[src/rce_pkg.sv]
// Shared constants, types and helper functions of the rotor cipher engine.
// Used by the controller, the datapath and the checker.
package rce_pkg;

   localparam int ROTOR_COUNT = 4;
   localparam int NSYM = 94;
   localparam int SYM_W = 7;
   localparam int ROT_W = (ROTOR_COUNT > 1) ? $clog2(ROTOR_COUNT) : 1;
   localparam int MEM_DEPTH = ROTOR_COUNT * NSYM;
   localparam int MEM_AW = $clog2(MEM_DEPTH);

   localparam int SEED_W = 15;
   localparam int SEED_START = 123;
   localparam int LCG_MULT = 5;
   localparam int KEY_LEN = 13;
   localparam int KEY_IDX_W = 4;
   localparam int KEY_LOW_W = 64;
   localparam int KEY_HIGH_W = 40;

   // The seed stays below 2^15, so reducing it by 65521 and masking it leaves it unchanged.
   // Its residue by 94 comes from a reciprocal product with one correction step.
   localparam int RECIP_MUL = 22310;
   localparam int RECIP_W = 15;
   localparam int RECIP_SHIFT = 21;
   localparam int PROD_W = SEED_W + RECIP_W;
   localparam int Q_W = PROD_W - RECIP_SHIFT;

   localparam logic [7:0] CHAR_LO = 8'h20;
   localparam logic [7:0] CHAR_HI = 8'h7d;

   localparam int CSR_IDX_W = 1;
   localparam int CSR_DATA_W = 64;
   localparam logic [CSR_IDX_W-1:0] CSR_KEY_LOW = 1'b0;
   localparam logic [CSR_IDX_W-1:0] CSR_KEY_HIGH = 1'b1;

   localparam logic [1:0] CMD_SETUP = 2'd0;
   localparam logic [1:0] CMD_ENCIPHER = 2'd1;
   localparam logic [1:0] CMD_PASS = 2'd2;

   typedef enum logic [1:0] {
      RSP_PASS,
      RSP_ENC,
      RSP_SETUP
   } rsp_kind_type;

   typedef enum logic [5:0] {
      OP_NONE,
      OP_START_SETUP,
      OP_SEED_STEP,
      OP_IDENT_ORD,
      OP_DRAW_SEED,
      OP_DRAW_MUL,
      OP_DRAW_MOD,
      OP_ORD_RD_I,
      OP_ORD_RD_K,
      OP_ORD_WR_I,
      OP_ORD_WR_K,
      OP_PAIR_RD_A,
      OP_PAIR_RD_B,
      OP_REFL_RD_A,
      OP_REFL_RD_B,
      OP_REFL_WR_A,
      OP_REFL_WR_B,
      OP_FWD_IDENT,
      OP_FWD_RD_I,
      OP_FWD_RD_K,
      OP_FWD_WR_I,
      OP_FWD_WR_K,
      OP_INV_RD,
      OP_INV_WR,
      OP_NEXT_ROTOR,
      OP_LATCH,
      OP_ENC_START,
      OP_ENC_FWD_RD,
      OP_ENC_FWD_TAKE,
      OP_ENC_REFL_RD,
      OP_ENC_REFL_TAKE,
      OP_ENC_INV_RD,
      OP_ENC_INV_TAKE,
      OP_ENC_STEP,
      OP_LOAD_RSP
   } op_type;

   typedef struct packed {
      op_type       op;
      rsp_kind_type kind;
   } dp_cmd_type;

   typedef struct packed {
      logic idx_last;
      logic idx_pair_last;
      logic key_last;
      logic rot_last;
      logic rot_first;
      logic char_in_range;
   } dp_status_type;

   function automatic logic [SYM_W-1:0] add_mod(input logic [SYM_W-1:0] a,
                                                input logic [SYM_W-1:0] b);
      logic [SYM_W:0] s;
      s = {1'b0, a} + {1'b0, b};
      if (s >= (SYM_W+1)'(NSYM)) begin
         return SYM_W'(s - (SYM_W+1)'(NSYM));
      end
      return s[SYM_W-1:0];
   endfunction

   function automatic logic [SYM_W-1:0] sub_mod(input logic [SYM_W-1:0] a,
                                                input logic [SYM_W-1:0] b);
      logic [SYM_W:0] t;
      t = {1'b0, a} + (SYM_W+1)'(NSYM) - {1'b0, b};
      if (a >= b) begin
         return a - b;
      end
      return t[SYM_W-1:0];
   endfunction

endpackage

[src/rce_ctrl.sv]
// Sequencer of the rotor cipher engine: one-hot state machine that issues datapath operations.
// Depends on rce_pkg for the command and status structs.
module rce_ctrl (
   input  logic                  clock,
   input  logic                  reset,
   input  logic                  req_valid,
   input  logic [1:0]            req_command,
   output logic                  req_ready,
   output logic                  rsp_valid,
   input  logic                  rsp_ready,
   input  rce_pkg::dp_status_type status,
   output rce_pkg::dp_cmd_type   cmd
);
   import rce_pkg::*;

   typedef enum logic [34:0] {
      ST_IDLE     = 35'b1 << 0,
      ST_SEED     = 35'b1 << 1,
      ST_IDENT    = 35'b1 << 2,
      ST_SDRAW1   = 35'b1 << 3,
      ST_SDRAW2   = 35'b1 << 4,
      ST_SDRAW3   = 35'b1 << 5,
      ST_SRD_I    = 35'b1 << 6,
      ST_SRD_K    = 35'b1 << 7,
      ST_SWR_I    = 35'b1 << 8,
      ST_SWR_K    = 35'b1 << 9,
      ST_P_RDA    = 35'b1 << 10,
      ST_P_RDB    = 35'b1 << 11,
      ST_P_RRA    = 35'b1 << 12,
      ST_P_RRB    = 35'b1 << 13,
      ST_P_WRA    = 35'b1 << 14,
      ST_P_WRB    = 35'b1 << 15,
      ST_F_IDENT  = 35'b1 << 16,
      ST_FDRAW1   = 35'b1 << 17,
      ST_FDRAW2   = 35'b1 << 18,
      ST_FDRAW3   = 35'b1 << 19,
      ST_F_RD_I   = 35'b1 << 20,
      ST_F_RD_K   = 35'b1 << 21,
      ST_F_WR_I   = 35'b1 << 22,
      ST_F_WR_K   = 35'b1 << 23,
      ST_INV_RD   = 35'b1 << 24,
      ST_INV_WR   = 35'b1 << 25,
      ST_NEXT_ROT = 35'b1 << 26,
      ST_E_FRD    = 35'b1 << 27,
      ST_E_FTAKE  = 35'b1 << 28,
      ST_E_RRD    = 35'b1 << 29,
      ST_E_RTAKE  = 35'b1 << 30,
      ST_E_IRD    = 35'b1 << 31,
      ST_E_ITAKE  = 35'b1 << 32,
      ST_E_STEP   = 35'b1 << 33,
      ST_RESULT   = 35'b1 << 34
   } state_type;

   state_type    state_ff, state_in;
   rsp_kind_type kind_ff, kind_in;
   logic         rsp_valid_ff, rsp_valid_in;

   always_ff @(posedge clock) begin
      if (reset) begin
         state_ff <= ST_IDLE;
         kind_ff <= RSP_PASS;
         rsp_valid_ff <= 1'b0;
      end else begin
         state_ff <= state_in;
         kind_ff <= kind_in;
         rsp_valid_ff <= rsp_valid_in;
      end
   end

   assign req_ready = (state_ff == ST_IDLE);
   assign rsp_valid = rsp_valid_ff;

   always_comb begin
      state_in = state_ff;
      kind_in = kind_ff;
      cmd.op = OP_NONE;
      cmd.kind = kind_ff;
      rsp_valid_in = rsp_valid_ff && !rsp_ready;
      unique case (state_ff)
         ST_IDLE: begin
            if (req_valid) begin
               priority if (req_command == CMD_SETUP) begin
                  cmd.op = OP_START_SETUP;
                  kind_in = RSP_SETUP;
                  state_in = ST_SEED;
               end else if (req_command == CMD_ENCIPHER && status.char_in_range) begin
                  cmd.op = OP_ENC_START;
                  kind_in = RSP_ENC;
                  state_in = ST_E_FRD;
               end else begin
                  cmd.op = OP_LATCH;
                  kind_in = RSP_PASS;
                  state_in = ST_RESULT;
               end
            end
         end
         ST_SEED: begin
            cmd.op = OP_SEED_STEP;
            if (status.key_last) begin
               state_in = ST_IDENT;
            end
         end
         ST_IDENT: begin
            cmd.op = OP_IDENT_ORD;
            if (status.idx_last) begin
               state_in = ST_SDRAW1;
            end
         end
         ST_SDRAW1: begin
            cmd.op = OP_DRAW_SEED;
            state_in = ST_SDRAW2;
         end
         ST_SDRAW2: begin
            cmd.op = OP_DRAW_MUL;
            state_in = ST_SDRAW3;
         end
         ST_SDRAW3: begin
            cmd.op = OP_DRAW_MOD;
            state_in = ST_SRD_I;
         end
         ST_SRD_I: begin
            cmd.op = OP_ORD_RD_I;
            state_in = ST_SRD_K;
         end
         ST_SRD_K: begin
            cmd.op = OP_ORD_RD_K;
            state_in = ST_SWR_I;
         end
         ST_SWR_I: begin
            cmd.op = OP_ORD_WR_I;
            state_in = ST_SWR_K;
         end
         ST_SWR_K: begin
            cmd.op = OP_ORD_WR_K;
            state_in = status.idx_last ? ST_P_RDA : ST_SDRAW1;
         end
         ST_P_RDA: begin
            cmd.op = OP_PAIR_RD_A;
            state_in = ST_P_RDB;
         end
         ST_P_RDB: begin
            cmd.op = OP_PAIR_RD_B;
            state_in = ST_P_RRA;
         end
         ST_P_RRA: begin
            cmd.op = OP_REFL_RD_A;
            state_in = ST_P_RRB;
         end
         ST_P_RRB: begin
            cmd.op = OP_REFL_RD_B;
            state_in = ST_P_WRA;
         end
         ST_P_WRA: begin
            cmd.op = OP_REFL_WR_A;
            state_in = ST_P_WRB;
         end
         ST_P_WRB: begin
            cmd.op = OP_REFL_WR_B;
            state_in = status.idx_pair_last ? ST_F_IDENT : ST_P_RDA;
         end
         ST_F_IDENT: begin
            cmd.op = OP_FWD_IDENT;
            if (status.idx_last) begin
               state_in = ST_FDRAW1;
            end
         end
         ST_FDRAW1: begin
            cmd.op = OP_DRAW_SEED;
            state_in = ST_FDRAW2;
         end
         ST_FDRAW2: begin
            cmd.op = OP_DRAW_MUL;
            state_in = ST_FDRAW3;
         end
         ST_FDRAW3: begin
            cmd.op = OP_DRAW_MOD;
            state_in = ST_F_RD_I;
         end
         ST_F_RD_I: begin
            cmd.op = OP_FWD_RD_I;
            state_in = ST_F_RD_K;
         end
         ST_F_RD_K: begin
            cmd.op = OP_FWD_RD_K;
            state_in = ST_F_WR_I;
         end
         ST_F_WR_I: begin
            cmd.op = OP_FWD_WR_I;
            state_in = ST_F_WR_K;
         end
         ST_F_WR_K: begin
            cmd.op = OP_FWD_WR_K;
            state_in = status.idx_last ? ST_INV_RD : ST_FDRAW1;
         end
         ST_INV_RD: begin
            cmd.op = OP_INV_RD;
            state_in = ST_INV_WR;
         end
         ST_INV_WR: begin
            cmd.op = OP_INV_WR;
            priority if (!status.idx_last) begin
               state_in = ST_INV_RD;
            end else if (status.rot_last) begin
               state_in = ST_RESULT;
            end else begin
               state_in = ST_NEXT_ROT;
            end
         end
         ST_NEXT_ROT: begin
            cmd.op = OP_NEXT_ROTOR;
            state_in = ST_F_IDENT;
         end
         ST_E_FRD: begin
            cmd.op = OP_ENC_FWD_RD;
            state_in = ST_E_FTAKE;
         end
         ST_E_FTAKE: begin
            cmd.op = OP_ENC_FWD_TAKE;
            state_in = status.rot_last ? ST_E_RRD : ST_E_FRD;
         end
         ST_E_RRD: begin
            cmd.op = OP_ENC_REFL_RD;
            state_in = ST_E_RTAKE;
         end
         ST_E_RTAKE: begin
            cmd.op = OP_ENC_REFL_TAKE;
            state_in = ST_E_IRD;
         end
         ST_E_IRD: begin
            cmd.op = OP_ENC_INV_RD;
            state_in = ST_E_ITAKE;
         end
         ST_E_ITAKE: begin
            cmd.op = OP_ENC_INV_TAKE;
            state_in = status.rot_first ? ST_E_STEP : ST_E_IRD;
         end
         ST_E_STEP: begin
            cmd.op = OP_ENC_STEP;
            state_in = ST_RESULT;
         end
         ST_RESULT: begin
            if (!rsp_valid_ff || rsp_ready) begin
               cmd.op = OP_LOAD_RSP;
               rsp_valid_in = 1'b1;
               state_in = ST_IDLE;
            end
         end
         default: begin
            state_in = ST_IDLE;
         end
      endcase
   end

endmodule

[config.mk]
export PLATFORM = sky130hd
export DESIGN_NAME = rce_ctrl
export DESIGN_NICKNAME = d
export VERILOG_FILES = /design/src/rce_pkg.sv /design/src/rce_ctrl.sv
export SDC_FILE = /design/constraint.sdc
export NUM_CORES = 1
export LEC_CHECK = 0
export ABC_AREA = 1
export BUFFER_PORTS_ARGS = -buffer_cell sky130_fd_sc_hd__clkbuf_2
export CORE_ASPECT_RATIO = 1.75
export CORE_MARGIN = 3
export CORE_UTILIZATION = 50
export DETAILED_ROUTE_END_ITERATION = 7
export PLACE_DENSITY = 0.75
export REMOVE_ABC_BUFFERS = 1
export SYNTH_ARGS = -nofsm -noshare
export SYNTH_HDL_FRONTEND = slang
export SYNTH_SLANG_ARGS = --single-unit
[constraint.sdc]
create_clock -name clock -period 2.02 [get_ports clock]
set_input_delay 0.202 -clock clock [delete_from_list [all_inputs] [get_ports clock]]
set_output_delay 0.202 -clock clock [all_outputs]
set_load 0.02 [all_outputs]
==> results.md, run 1 <==
- Avg Cell Area, Syn: 6.65 um^2
- PD cells: 1080 mW/mm^2
- Final std cells w/o fill: 466
- Critical path data arrival time: 2.12 ns
- Setup slack, reg-to-reg: -0.21 ns
- Switching Power: 1.64 mW
- Slew HR: 67.0%
- Slowest CP cell: dfxtp_2
- TritonCTS clock tree: built
- Chip width: 56.8 um
- Worst VDD drop: 1.11 mV
- EDFF count, synth: 0
- Vias in the first global route: 2751
- Final instance area: 0.00343 mm^2
- Grt total ovfl: 0
- Worst R2R End: state_ff[23]
- R2R Path Start: state_ff[15]
- Clock sink total: 38
- FF+latch count, synth: 38
- CP required: 1.82 ns
- ANT nets after route: 0
- Clock share of power: 14.1%
- DRC: 0
- Status: complete, but fails checks
- Worst Hold Slack: 0.115 ns
- Total Power: 3.71 mW
- Worst-path clk slew: 0.08 ns
- Highest clock rate: 431 MHz
- DP Worst Slack: -0.0590 ns
- Crit share post-route: 115%
- Gpl congestion: 0.951
- Largest net degree at the start of global routing: 30
- Final Max Slew Viols: 0
- Final WL: 8960 um
- Critical path type: reg2out
- Synth cell count leaders: 72 x nand2_1, 55 x nor2_1, 38 x dfxtp_1
- CP endpoint: cmd[6]
- Leading area contributor after synthesis: dfxtp_1
- Top_reg_cell synth: dfxtp_1
- Clock root cell: clkbuf_8
- Final Setup Violations: 37
- Sw Ratio: 44.3%
- I/O pins: 22
- TritonCTS Buffers: 5
- Clock Skews: 0.00725 ns
- Antenna violations before repair: 0
- Core region area: 0.00427 mm^2
- Synth unique cells: 31
- Synth top area cells: dfxtp_1 34%, nand2_1 12%, nor2_1 9.1%
- Vias: 2875
- Dpl hpwl: 4820 um
- Detailed Route Iter0 Violations: 178
- Vias per cell: 6.17
- Cell Area, Synth: 0.00226 mm^2
- Clock period minus worst slack: 2.32 ns
- CP peak stage delay: 0.35 ns
- RSZ-0062 raised after global routing: true
- Filler cells: 243
- Die area: 0.00540 mm^2
- Kind of start point of the critical path: flop
- Lkg Pwr: 1.60 nW
- Yosys warnings: 0
- Final hold vios: 0
- # Max-Cap Violations: 0
- Sequential fraction of the synthesis area: 33.6%
- Syn Inst Count: 340
- Worst-margin pin slew: 0.491 ns
- GRT Overall Usage: 29.5%
- Placed instance area: 0.00245 mm^2
- Most used cell, CP: nor2_4
- Setup TNS: -6.73 ns
- Die Span Y: 95.0 um
- Util after Layout: 80.5%
- Flop pwr share: 23.2%
- N_diodes: 0
- Routed WL per cell: 19.2 um
- Placed cell count: 411
- CP Launch Point: state_ff[15]
- Failing checks: setup timing
- Hold path depth: 2
- Worst min-delay path class: in2reg
- Clock buffer depth: 2
- Reg2reg path depth: 11
- First-pass GRT wire length: 12500 um
- Final WS setup: -0.299 ns
- Synthesis-to-layout area growth: 51.9%
- Layout cells sized above 1: 50.6%
- Most common cell in the netlist: nand2_1
- Crit Path Max Fanout: 6
- Gate power share: 62.7%
- Critical Path End Type: output port
- Initial Util: 53.0%
- Row cnt: 31
- Internal power: 2.07 mW
- H-tree Lvls: 2
- Clock insertion delay at the later pin of the skew report: 0.30 ns
- Share of the synthesized area in the top cell type: 33.6%
- Asr flop ratio synth: 0%
- Net count, final: 429
- Number of port buffers: 21
- Initial DRT Pass Iterations: 8
- Crit-path cells: nor2_4, nand2_2, nor2_4, nand2_4, nor2_4, buf_6, o21ai_2, nor3b_2, nand3_1, clkbuf_8
==> placed cells by master (no fill, tap or decap), types with 10 or more instances in the layout <==
| cell | count |
|---|---|
| nand2_1 | 48 |
| buf_4 | 45 |
| nor2_4 | 33 |
| nor2_1 | 31 |
| inv_1 | 31 |
| nand2_2 | 24 |
| dfxtp_2 | 23 |
| nor3_1 | 18 |
| clkbuf_2 | 14 |
| nor3_2 | 13 |
| buf_6 | 11 |
| and3_1 | 10 |
| nor4_1 | 10 |
| nand3_1 | 10 |
| dfxtp_1 | 10 |
==> state kept, by name (all words and copies together) (netlist names) <==
register   flops
rsp_valid      1
kind_ff        2
state_ff      35
==> routing by layer <==
layer | part of all wire (%) | routed length [um] | up-vias | track usage (%)
li1 | - | - | 1282 | -
met1 | 32 | 2860 | 1339 | 29.9
met2 | 52 | 4690 | 186 | 53.8
met3 | 7.4 | 659 | 68 | 4.92
met4 | 8.4 | 751 | 0 | 20.5
met5 | 0 | 0 | - | 0
==> worst min path at each step <==
| stage | startpoint | endpoint | slack [ns] |
|---|---|---|---|
| 2_1_floorplan | reset | rsp_valid | 0.27 |
| 3_3_place_gp | status[2] | state_ff[26] | 0.44 |
| 3_5_place_dp | status[2] | state_ff[26] | 0.43 |
| 4_1_cts | status[2] | state_ff[26] | 0.12 |
| 5_1_grt | status[2] | state_ff[26] | 0.13 |
| 6_report | status[2] | state_ff[26] | 0.11 |
==> cell families after synthesis <==
group	after synthesis	share of synthesized area (%)
simple gates	233	52.3
compound gates	25	5.87
flops	38	33.6
buf+inv	44	8.19
==> final cells by class <==
class	instances	area (um^2)	share of cell area, %
tap	49	61.3	1.79
multi-input combinational	258	1690	49.1
timing repair buffer	77	657	19.1
inverter	37	141	4.12
sequential	38	808	23.5
clock buffer	5	68.8	2.00
clock inverter	2	10.0	0.291
==> critical path: cells and delay by family, from the launching register on <==
kind | cells | cell delay, ns
buf+inv | 2 | 0.30
flops | 1 | 0.35
simple gates | 7 | 1.09
compound gates | 1 | 0.08
==> power groups by stage <==
stage	clock network, mW	logic, mW	registers (mW)
floorplan	0	0.823	0.869
global placement	0	1.21	0.858
detailed placement	0	1.22	0.859
CTS	0.498	1.75	0.856
global route	0.535	2.43	0.865
finish	0.522	2.32	0.860
==> timing repair <==
| action | in CTS | in global routing |
|---|---|---|
| pin swaps | 43 | 37 |
| setup endpoints to repair | 6 | 17 |
| resized for setup | 102 | 64 |
| buffers inserted | 36 | 14 |
| hold buffers | 0 | 0 |
| endpoints found under the hold margin | 0 | 0 |
| gates cloned | 0 | 2 |
Note: power is estimated with default switching activity, not from simulation.
==> inputs of run 2 (changes only) <==
- REMOVE_ABC_BUFFERS: 1 -> not set
- SKIP_CTS_REPAIR_TIMING: not set -> 1
==> results.md, run 2 (synthesized netlist as in run 1, its figures left out) <==
- Status: complete, but fails checks
- Failing checks: setup timing
- CP Launch Point: state_ff[16]
- Worst-path clk slew: 0.08 ns (about the same)
- Synthesis-to-layout area growth: 29.2%
- CP endpoint: cmd[6]
- TritonCTS Buffers: 5 (unchanged)
- Lkg Pwr: 1.36 nW (-15%)
- Gpl congestion: 0.941 (-1.1%)
- Net count, final: 396 (-7.7%)
- Final WL: 6600 um (-26%)
- N_diodes: 0 (unchanged)
- PD cells: 1030 mW/mm^2 (-5.0%)
- Highest clock rate: 436 MHz (+0.99%)
- R2R Path Start: state_ff[27]
- Detailed Route Iter0 Violations: 74 (-58%)
- TritonCTS clock tree: built
- Clock buffer depth: 2 (unchanged)
- Final WS setup: -0.276 ns (+0.0227 ns)
- Die area: 0.00540 mm^2 (unchanged)
- Worst VDD drop: 0.822 mV (-26%)
- Die Span Y: 95.0 um (unchanged)
- Clock Skews: 0.00891 ns (+0.00165 ns)
- Core region area: 0.00427 mm^2 (unchanged)
- Initial Util: 53.0% (unchanged)
- Kind of start point of the critical path: flop
- Biggest register: state_ff
- Critical path type: reg2out
- CP required: 1.82 ns (about the same)
- Routed WL per cell: 15.3 um (-21%)
- H-tree Lvls: 2 (unchanged)
- Vias per cell: 5.71 (-7.5%)
- Final instance area: 0.00292 mm^2 (-15%)
- Setup slack, reg-to-reg: 0.11 ns (+0.32 ns)
- Clock insertion delay at the later pin of the skew report: 0.29 ns (about the same)
- # Max-Cap Violations: 0 (unchanged)
- DRC: 0 (unchanged)
- Final Max Slew Viols: 0 (unchanged)
- Grt total ovfl: 0 (unchanged)
- Placed cell count: 411 (unchanged)
- Util after Layout: 68.5% (-12 points)
- Most common cell after layout, fill and taps aside: nand2_1
- Slew HR: 58.9% (-8.1 points)
- Worst-margin pin slew: 0.617 ns (+0.126 ns)
- Clock sink total: 38 (unchanged)
- Row cnt: 31 (unchanged)
- Chip width: 56.8 um (unchanged)
- Worst min-delay path class: in2reg
- Clock root cell: clkbuf_8
- Final Setup Violations: 6 (-84%)
- Hold path startpoint: status[2]
- Vias: 2472 (-14%)
- ANT nets after route: 0 (unchanged)
- Initial DRT Pass Iterations: 4 (-4)
- Clock period minus worst slack: 2.30 ns (-0.0227 ns)
- Antenna violations before repair: 0 (unchanged)
- Largest register FFs: 35 (unchanged)
- Crit share post-route: 114% (-1.1 points)
- Total Power: 2.99 mW (-19%)
- Largest net degree at the start of global routing: 30 (unchanged)
- Worst R2R End: state_ff[22]
- First-pass GRT wire length: 9780 um (-22%)
- Worst Hold Slack: 0.125 ns (+0.0107 ns)
- Syn Nets: 352
- Vias in the first global route: 2286 (-17%)
- Number of port buffers: 21 (unchanged)
- GRT Overall Usage: 23.5% (-6.1 points)
- Reg2reg path depth: 12 (+1)
- I/O pins: 22 (unchanged)
- Placed instance area: 0.00245 mm^2 (unchanged)
- Critical path data arrival time: 2.09 ns (-0.03 ns)
- Critical Path End Type: output port
- Layout cells sized above 1: 36.5% (-14 points)
- Dpl hpwl: 4650 um (-3.7%)
- Final hold vios: 0 (unchanged)
- Commonest non-fill, non-tap cells in the layout: 57 x nand2_1, 34 x nor2_1, 33 x inv_1, 24 x dfxtp_1, 22 x buf_4
- Final std cells w/o fill: 433 (-7.1%)
- Crit Path Max Fanout: 6 (unchanged)
- RSZ-0062 raised after global routing: true
[run 2: area by class of cell]
class                      instances  area, um^2
tap                               49        61.3
fill                             378        1350
multi-input combinational        258        1530
clock buffer                       5        68.8
sequential                        38         781
inverter                          37         139
timing repair buffer              44         329
clock inverter                     2        10.0
[run 2: report_power, final]
part | total (mW) | internal, mW | switching (mW) | leakage, nW
Sequential | 0.858 | 0.806 | 0.0519 | 0.314
Combinational | 1.64 | 0.650 | 0.990 | 1.01
Clock | 0.496 | 0.232 | 0.265 | 0.0438
[run 2: worst max-delay path, stage by stage, from the launching register on]
cell,delay [ns]
dfxtp_2,0.38
nor2_4,0.05
nand2_2,0.09
nor2_4,0.06
buf_4,0.13
nand2_1,0.12
nor2_4,0.07
nand2_2,0.09
nand2_1,0.06
inv_1,0.07
nand2_2,0.07
nor3b_1,0.27
nand3_1,0.17
buf_6,0.17
[run 2: worst min path at each step]
stage | to | slack, ns | cells after the start
floorplan | state_ff[26] | 0.28 | 1
global placement | state_ff[26] | 0.43 | 2
detailed placement | state_ff[26] | 0.43 | 2
CTS | state_ff[26] | 0.12 | 2
global route | state_ff[26] | 0.13 | 2
finish | state_ff[26] | 0.13 | 2
[run 2: per-layer routing]
metal  share of wire [%]  up-vias  GRT usage (%)
met4                 4.3        0           13.0
met5                   0        -              0
met1                  36     1151           24.4
met2                  55       78           42.7
li1                    -     1218              -
met3                 5.0       25           5.34
[run 2: through the flow]
step / setup WS, ns / setup TNS [ns]
4_1_cts: -0.404 / -1.96
3_5_place_dp: -0.0747 / -0.164
2_1_floorplan: 0.235 / 0
5_1_grt: -0.388 / -1.76
3_3_place_gp: -0.0819 / -0.136
6_report: -0.276 / -0.957
==> inputs of run 3 (changes only) <==
- CTS_BUF_LIST: not set -> sky130_fd_sc_hd__clkbuf_4
==> results.md, run 3 (synthesized netlist as in run 1, its figures left out) <==
- Status: complete, but fails checks
- Failing checks: setup timing
- RSZ-0062 raised after global routing: true
- Clock sink total: 38 (unchanged)
- Grt total ovfl: 0 (unchanged)
- Internal power: 1.64 mW (-2.7%)
- Flop pwr share: 29.1% (+0.5 points)
- Number of port buffers: 21 (unchanged)
- Lkg Pwr: 1.39 nW (+2.0%)
- Core region area: 0.00427 mm^2 (unchanged)
- PD cells: 996 mW/mm^2 (-2.8%)
- Final instance area: 0.00297 mm^2 (+1.8%)
- Initial Util: 53.0% (unchanged)
- Initial DRT Pass Iterations: 4 (unchanged)
- Setup slack, reg-to-reg: 0.06 ns (-0.05 ns)
- Biggest register: state_ff
- Critical Path End Type: output port
- Slowest CP cell: dfxtp_2
- CP peak stage delay: 0.36 ns (-0.02 ns)
- Slew HR: 58.2% (-0.67 points)
- TritonCTS Buffers: 5 (unchanged)
- Clock Skews: 0.0153 ns (+0.00639 ns)
- Layout cells sized above 1: 40.6% (+4.2 points)
- Placed instance area: 0.00245 mm^2 (unchanged)
- Kind of start point of the critical path: flop
- Antenna violations before repair: 0 (unchanged)
- Clock buffer depth: 2 (unchanged)
- Worst-margin pin slew: 0.627 ns (+0.0100 ns)
- Crit-path cells: nor2_4, nand2_2, nor2_4, nand2_4, nor2_2, nand4_1, nand3_2, a31oi_1, nand3_1, clkbuf_2
- Clock root cell: clkbuf_4
- # Max-Cap Violations: 0 (unchanged)
- Final WL: 6710 um (+1.7%)
- Crit Path Max Fanout: 5 (-1)
- Sequential cell area: 791 um^2 (+1.3%)
- Final Max Slew Viols: 0 (unchanged)
- Chip width: 56.8 um (unchanged)
- Total Power: 2.96 mW (-1.1%)
- Most common cell after layout, fill and taps aside: nand2_1
- Largest net degree at the start of global routing: 30 (unchanged)
- DRC: 0 (unchanged)
- Filler cells: 346 (-8.5%)
- Buf/Inv on CP: 1 (-2)
- Gate power share: 58.3% (+3.5 points)
- DP Worst Slack: -0.0747 ns (unchanged)
- Area occupied by multi-input gates: 0.00157 mm^2 (+2.2%)
- Worst-path clk slew: 0.12 ns (+0.04 ns)
- First-pass GRT wire length: 9730 um (-0.49%)
- Die area: 0.00540 mm^2 (unchanged)
- Net count, final: 401 (+1.3%)
- Highest clock rate: 440 MHz (+1.0%)
- Clock insertion delay at the later pin of the skew report: 0.35 ns (+0.06 ns)
- CP required: 1.82 ns (about the same)
- Vias per cell: 5.80 (+1.7%)
- Syn Nets: 352 (unchanged)
- Crit share post-route: 112% (-1.2 points)
- I/O pins: 22 (unchanged)
- Routed WL per cell: 15.3 um (+0.49%)
- Row cnt: 31 (unchanged)
- H-tree Lvls: 2 (unchanged)
- Die Span Y: 95.0 um (unchanged)
- Vias: 2542 (+2.8%)
- Util after Layout: 69.7% (+1.2 points)
- Synthesis-to-layout area growth: 31.5%
- N_diodes: 0 (unchanged)
- Final WS setup: -0.252 ns (+0.0237 ns)
- ANT nets after route: 0 (unchanged)
- Commonest non-fill, non-tap cells in the layout: 55 x nand2_1, 34 x nor2_1, 33 x inv_1, 28 x buf_4, 21 x nor2_4
- Largest register FFs: 35 (unchanged)
- GRT Overall Usage: 23.0% (-0.45 points)
- Worst min-delay path class: in2reg
- Final hold vios: 0 (unchanged)
- Critical path data arrival time: 2.07 ns (-0.02 ns)
- Detailed Route Iter0 Violations: 117 (+58%)
- Most used cell, CP: nor2_4
- Dpl hpwl: 4650 um (unchanged)
- Worst VDD drop: 0.941 mV (+14%)
- TritonCTS clock tree: built
- Switching Power: 1.32 mW (+1.1%)
- Clock share of power: 12.7% (-3.9 points)
- Sw Ratio: 44.6% (+0.94 points)
- Worst Hold Slack: 0.0668 ns (-0.0585 ns)
- Vias in the first global route: 2275 (-0.48%)
- Critical path type: reg2out
- Final Setup Violations: 6 (unchanged)
- Clock period minus worst slack: 2.27 ns (-0.0237 ns)
- Largest delay share family, worst path: simple AND/OR/NAND/NOR gates
- Gpl congestion: 0.941 (unchanged)
==> run 3: changes by cell type in the layout (fill, tap and decap cells not counted), sizes merged <==
cell and delta:
clkbuf -1, buf +6
==> run 3: metal layers <==
metal	up-vias	GRT usage (%)	part of all wire (%)
met3	35	4.10	5.0
met1	1184	24.2	36
li1	1233	-	-
met2	90	42.9	54
met5	-	0	0
met4	0	11.8	5.2
==> run 3: worst paths after layout <==
kind,startpoint,end,depth (start not counted)
max,state_ff[17],cmd[3],10
min reg2reg,kind_ff[1],kind_ff[1],2
min,status[2],state_ff[26],2
max reg2reg,state_ff[17],state_ff[25],11
==> run 3: metrics by stage <==
stage | setup TNS, ns | instances
2_1_floorplan | 0 | 340
3_3_place_gp | -0.136 | 411
3_5_place_dp | -0.164 | 411
4_1_cts | -2.36 | 418
5_1_grt | -2.29 | 438
6_report | -1.25 | 438
==> run 3: layout make-up <==
| class | count | area share (%) |
|---|---|---|
| clock buffer | 5 | 1.26 |
| clock inverter | 2 | 0.337 |
| inverter | 37 | 4.67 |
| multi-input combinational | 258 | 52.7 |
| sequential | 38 | 26.6 |
| tap | 49 | 2.06 |
| timing repair buffer | 49 | 12.4 |
==> run 3: power groups by stage <==
stage / clock [mW] / combinational, mW / sequential (mW)
floorplan: 0 / 0.901 / 0.869
global placement: 0 / 1.18 / 0.858
detailed placement: 0 / 1.19 / 0.858
CTS: 0.378 / 1.19 / 0.842
global route: 0.404 / 1.85 / 0.867
finish: 0.375 / 1.73 / 0.862
==> run 3: worst register-to-register path, delay by kind of cell (launching register included) <==
family	cells	cell delay (ns)
buffers and inverters	3	0.42
DFF	1	0.36
and+or+nand+nor	8	1.04
